==> src/sv/bba_ram.sv <==
// Generic single-port RAM with a registered read port.
// Depends on nothing.

module bba_ram #(
	parameter int WIDTH = 8,
	parameter int DEPTH = 64
) (
	input  logic                     clk,
	input  logic                     we,
	input  logic [$clog2(DEPTH)-1:0] addr,
	input  logic [WIDTH-1:0]         wdata,
	output logic [WIDTH-1:0]         rdata
);

	logic [WIDTH-1:0] mem [DEPTH];

	always_ff @(posedge clk) begin
		if (we) begin
			mem[addr] <= wdata;
		end
		rdata <= mem[addr];
	end

endmodule

==> config.mk <==
export PLATFORM = sky130hd
export DESIGN_NAME = bba_ram
export DESIGN_NICKNAME = d
export VERILOG_FILES = /design/src/sv/bba_ram.sv
export SDC_FILE = /design/constraint.sdc
export NUM_CORES = 1
export LEC_CHECK = 0
export BUFFER_PORTS_ARGS = -buffer_cell sky130_fd_sc_hd__buf_2
export CAP_MARGIN = 20
export CORE_MARGIN = 8
export CORE_UTILIZATION = 60
export DETAILED_ROUTE_END_ITERATION = 10
export GPL_TIMING_DRIVEN = 0
export PLACE_DENSITY = 0.76
export SYNTH_ARGS = -nofsm -noshare
export SYNTH_HDL_FRONTEND = slang
export SYNTH_SLANG_ARGS = --single-unit
==> constraint.sdc <==
create_clock -name clk -period 2.8 [get_ports clk]
set_input_delay 0.28 -clock clk [delete_from_list [all_inputs] [get_ports clk]]
set_output_delay 0.28 -clock clk [all_outputs]
set_load 0.005 [all_outputs]
==> After elaboration in Yosys (flattened, before gate mapping) <==
Memories as Yosys holds them, arrays and structs flattened. A register that Yosys moved wholly into a read port is not among the register bits.
Cells that the tools add are included.
{ "totals": {"output_inout_bits": 8, "reg_bits": 0, "inputBits": 16, "elab_cells": 3, "mem_count": 1, "ramBits": 512} }
{ "memory_table": {"columns": ["memory", "words", "word_bits", "rd", "rd_ports_with_merged_regs", "write_ports", "line_no", "rtl"], "rows": [
  ["mem", 64, 8, 1, 1, 1, "15", "logic [WIDTH-1:0] mem [DEPTH];"]
]} }
{ "op_classes": {"mux": 2} }
{ "ops": {"columns": ["op", "count"], "rows": [
  ["1-bit 2-to-1 mux", 2]
]} }

==> Longest topological paths before layout <==
{ "logic_depth": {"ltp_word": 2, "ltp_mapped": 10, "mapped_depth_nobuf": 5} }

==> Least setup slack after synthesis <==
Ideal clock, no wire load.
{ "synth_timing": {"path_type": "input -> register", "from": "in addr[1]", "to": "mem mem[13][0] (enable)", "t_required_ns": 2.430, "path_slack_ns": 0.421, "n_path_buf": 4, "stages": 7, "arrival_time_ns": 2.008, "setup_ns": 0.370, "path_cell_list": "buf_6 buf_6 nor2b_1 clkbuf_1 clkbuf_1 nand3_1 nor2_1"} }
{ "synth_lines": {"columns": ["element", "line_no", "rtl"], "rows": [
  ["from (decl)", "10", "input logic [$clog2(DEPTH)-1:0] addr,"],
  ["to (decl)", "15", null]
]} }
No word-level cell before the write port.

==> Final worst setup path <==
{ "layout_timing": {"from": "in addr[2]", "to": "mem mem[19][6] (enable)"} }
No word-level cell before the write port.

==> out/summary.txt <==
PD cells: 692.4 nW/µm²
drt first-iter violations: 1,895
clock slew at reported path FFs: 0.06 ns
Yosys reg bits: 520
final worst-path cycle share: 1.113
clock skew: 0.02395 ns
Nets: 1,269
sequential-to-total area share from yosys stat: 0.7597
worst reg-to-reg path cell count: 5
Leak: 0.007375 µW
clock sink total: 520
Post-CTS Setup Bufs: 0
Detailed Routing Iterations Pass 1: 6
drt drc: 0
Max Fclk: 320.9 MHz
Detailed Route WL: 57,210 µm
Synthesis Warnings: 0
Vias/cell: 7.007
RSZ-0062 raised after global routing: true
Worst EP required: 3.01 ns
starting density of the core: 0.6099
Routed Antenna Nets: 0
Global Route Usage Sum: 0.2806
global-route wire length before repair: 81,970 µm
share of Yosys cell area claimed by the top area cell type: 0.7518
H-tree depth: 2
worst hold path depth: 1
ys flop type: edfxtp_1
IO Count: 24
gpl congestion: 0.9930
final global-route overflow total: 0
Clock Root Buffer: clkbuf_16
max cap viols: 0
hold-fix buffers at CTS: 0
die area: 40,250 µm²
Rel. slew slack: 0.2687
Area Growth Syn to Fin: 13.69%
buffers added on ports: 22
initial antenna violation count: 2
Worst Setup End Kind: flip-flop
Worst Setup Path Type: in2reg
FP Rows: 67
VDD IR max: 0.0006227 V
mean post-synth cell area: 17.46 µm²
Clock Tree Buf Depth: 3
worst hold slack: 0.07104 ns
setup TNS: -70.79 ns
failing checks: setup timing
Inserted Clock Buffers: 50
Distinct cells, synth: 56
share of cells above drive strength 1: 0.2139
syn nets: 1,187
fin util: 0.6933
Worst Hold Class: in2reg
Worst EP arrival: 3.33 ns
ranking of synthesized cells by area: edfxtp_1, mux4_2, mux2i_1, nor2_1, a22oi_1
Worst Setup Start Kind: primary input
Area after DPL: 21,200 µm²
Worst Tran Pin Value: 1.095 ns
final setup fails: 321
Finished Cell Area: 23,250 µm²
Setup WS pre-CTS: -1.476 ns
Post-synth EDFFs: 512
area leader, netlist: edfxtp_1
min Tclk post-route: 3.116 ns
wire per inst: 32.82 µm
asr flop ratio synth: 0
FILL cells: 2,155
Worst Path Max Fanout: 10
largest net degree at the start of global routing: 65
status: complete, but fails checks
Clock Latency Late Sink: 0.59 ns
# diodes: 0
Vias: 12.21k
Final Hold Vio Count: 0
Cell Area, Synth: 20,450 µm²
final worst slack: -0.3161 ns
gate count of the mapped netlist: 1,171
Slew Viols, Final: 0
DP Wirelength: 36,810 µm
number of global-route vias before repair: 12.01k
DIE WIDTH: 200.6 µm
core box area: 33,530 µm²
CTS tree: built
Die Y: 200.6 µm
-- routing by layer --
layer  track usage  part of all wire  wire (µm)  up-vias
li1              -                 -          -     4937
met1        0.3687              0.35      20100     6003
met2        0.4202              0.44      25400     1020
met3       0.08020              0.14       7917      251
met4        0.1561             0.066       3782        2
met5             0           0.00023         13        -
-- cell type report --
cell class | instances | area [µm²] | area share
plain buffers | 81 | 397.9 | 0.01711
clock buffers | 68 | 1359 | 0.05845
clock inverters | 26 | 196.4 | 0.008449
inverters | 3 | 11.26 | 0.0004844
multi-input cells | 567 | 4911 | 0.2112
flip-flops and latches | 520 | 15530 | 0.6682
well taps | 448 | 560.5 | 0.02411
repair buffers | 30 | 277.8 | 0.01195
-- sequential cells by signal, summed over array words and instances (netlist names) --
name / flops
rdata: 8
mem: 512
-- worst paths after layout --
check / startpoint / endpoint / slack (ns)
worst min-delay path: wdata[5] / mem[51][5] / 0.07
worst max register to register: mem[54][5] / rdata[5] / 0.35
worst min register to register: mem[3][4] / rdata[4] / 0.64
worst max-delay path: addr[2] / mem[19][6] / -0.32
-- synthesized netlist by cell type (all sizes together), types with 4 or more instances --
cell type / n
o22a: 11
and3: 9
a21oi: 28
o22ai: 22
mux2i: 63
clkbuf: 36
a22oi: 40
o221ai: 9
a32oi: 7
and2: 10
nand2: 45
or3b: 5
a22o: 10
a221o: 11
a211oi: 6
o21ai: 11
buf: 45
a21o: 4
a31oi: 15
o31ai: 5
nor2: 82
and4: 6
o2bb2ai: 7
nand2b: 24
nor2b: 8
nand3b: 12
nand3: 8
a221oi: 21
edfxtp: 512
dfxtp: 8
mux2: 12
mux4: 41
-- per-stage QoR --
stage / power (µW) / std cells
6_report: 16100 / 1743
3_5_place_dp: 9734 / 1645
5_1_grt: 16420 / 1743
3_3_place_gp: 9703 / 1641
4_1_cts: 16040 / 1739
2_1_floorplan: 9267 / 1171
-- layout by cell type (no fill, tap or decap), drive strengths merged, types with 4 or more instances in the layout --
master,netlist,final
nor2,82,82
nand3,8,8
edfxtp,512,512
a21oi,28,28
a22oi,40,40
nand2,45,45
o22ai,22,22
clkinv,0,20
a32oi,7,7
mux2,12,12
a22o,10,10
nand3b,12,12
and2,10,10
or3b,5,5
and4,6,6
buf,45,75
inv,3,5
clkbuf,36,104
o21ai,11,11
mux2i,63,63
nor2b,8,8
o221ai,9,9
a221oi,21,21
and3,9,9
o31ai,5,5
o22a,11,11
a211oi,6,6
o2bb2ai,7,7
a31oi,15,15
nand2b,24,24
a221o,11,11
a21o,4,4
dfxtp,8,8
mux4,41,41
-- critical path, stage by stage --
cell and delay, ns:
buf_2 0.18, buf_2 0.28, buf_2 0.31, buf_2 0.29, buf_2 0.26, nor2b_1 0.33
nand2_1 0.63, nor2_2 0.73
-- kinds of logic after synthesis --
group                  share of synthesized area
AOI/OAI and AO/OA                        0.08076
buffers and inverters                    0.01982
DFF                                       0.7597
muxes                                    0.08260
and+or+nand+nor                          0.05715
-- where the power goes --
group,switching [µW],internal [µW]
Combinational,717,306
Sequential,16.5,8620
Clock,2850,3600
-- timing repair --
item / in CTS / in global routing
cloned: 0 / 0
endpoints found under the setup margin: 508 / 435
gates resized for setup: 94 / 24
pin swaps: 0 / 0
(Power assumes the default switching activity.)
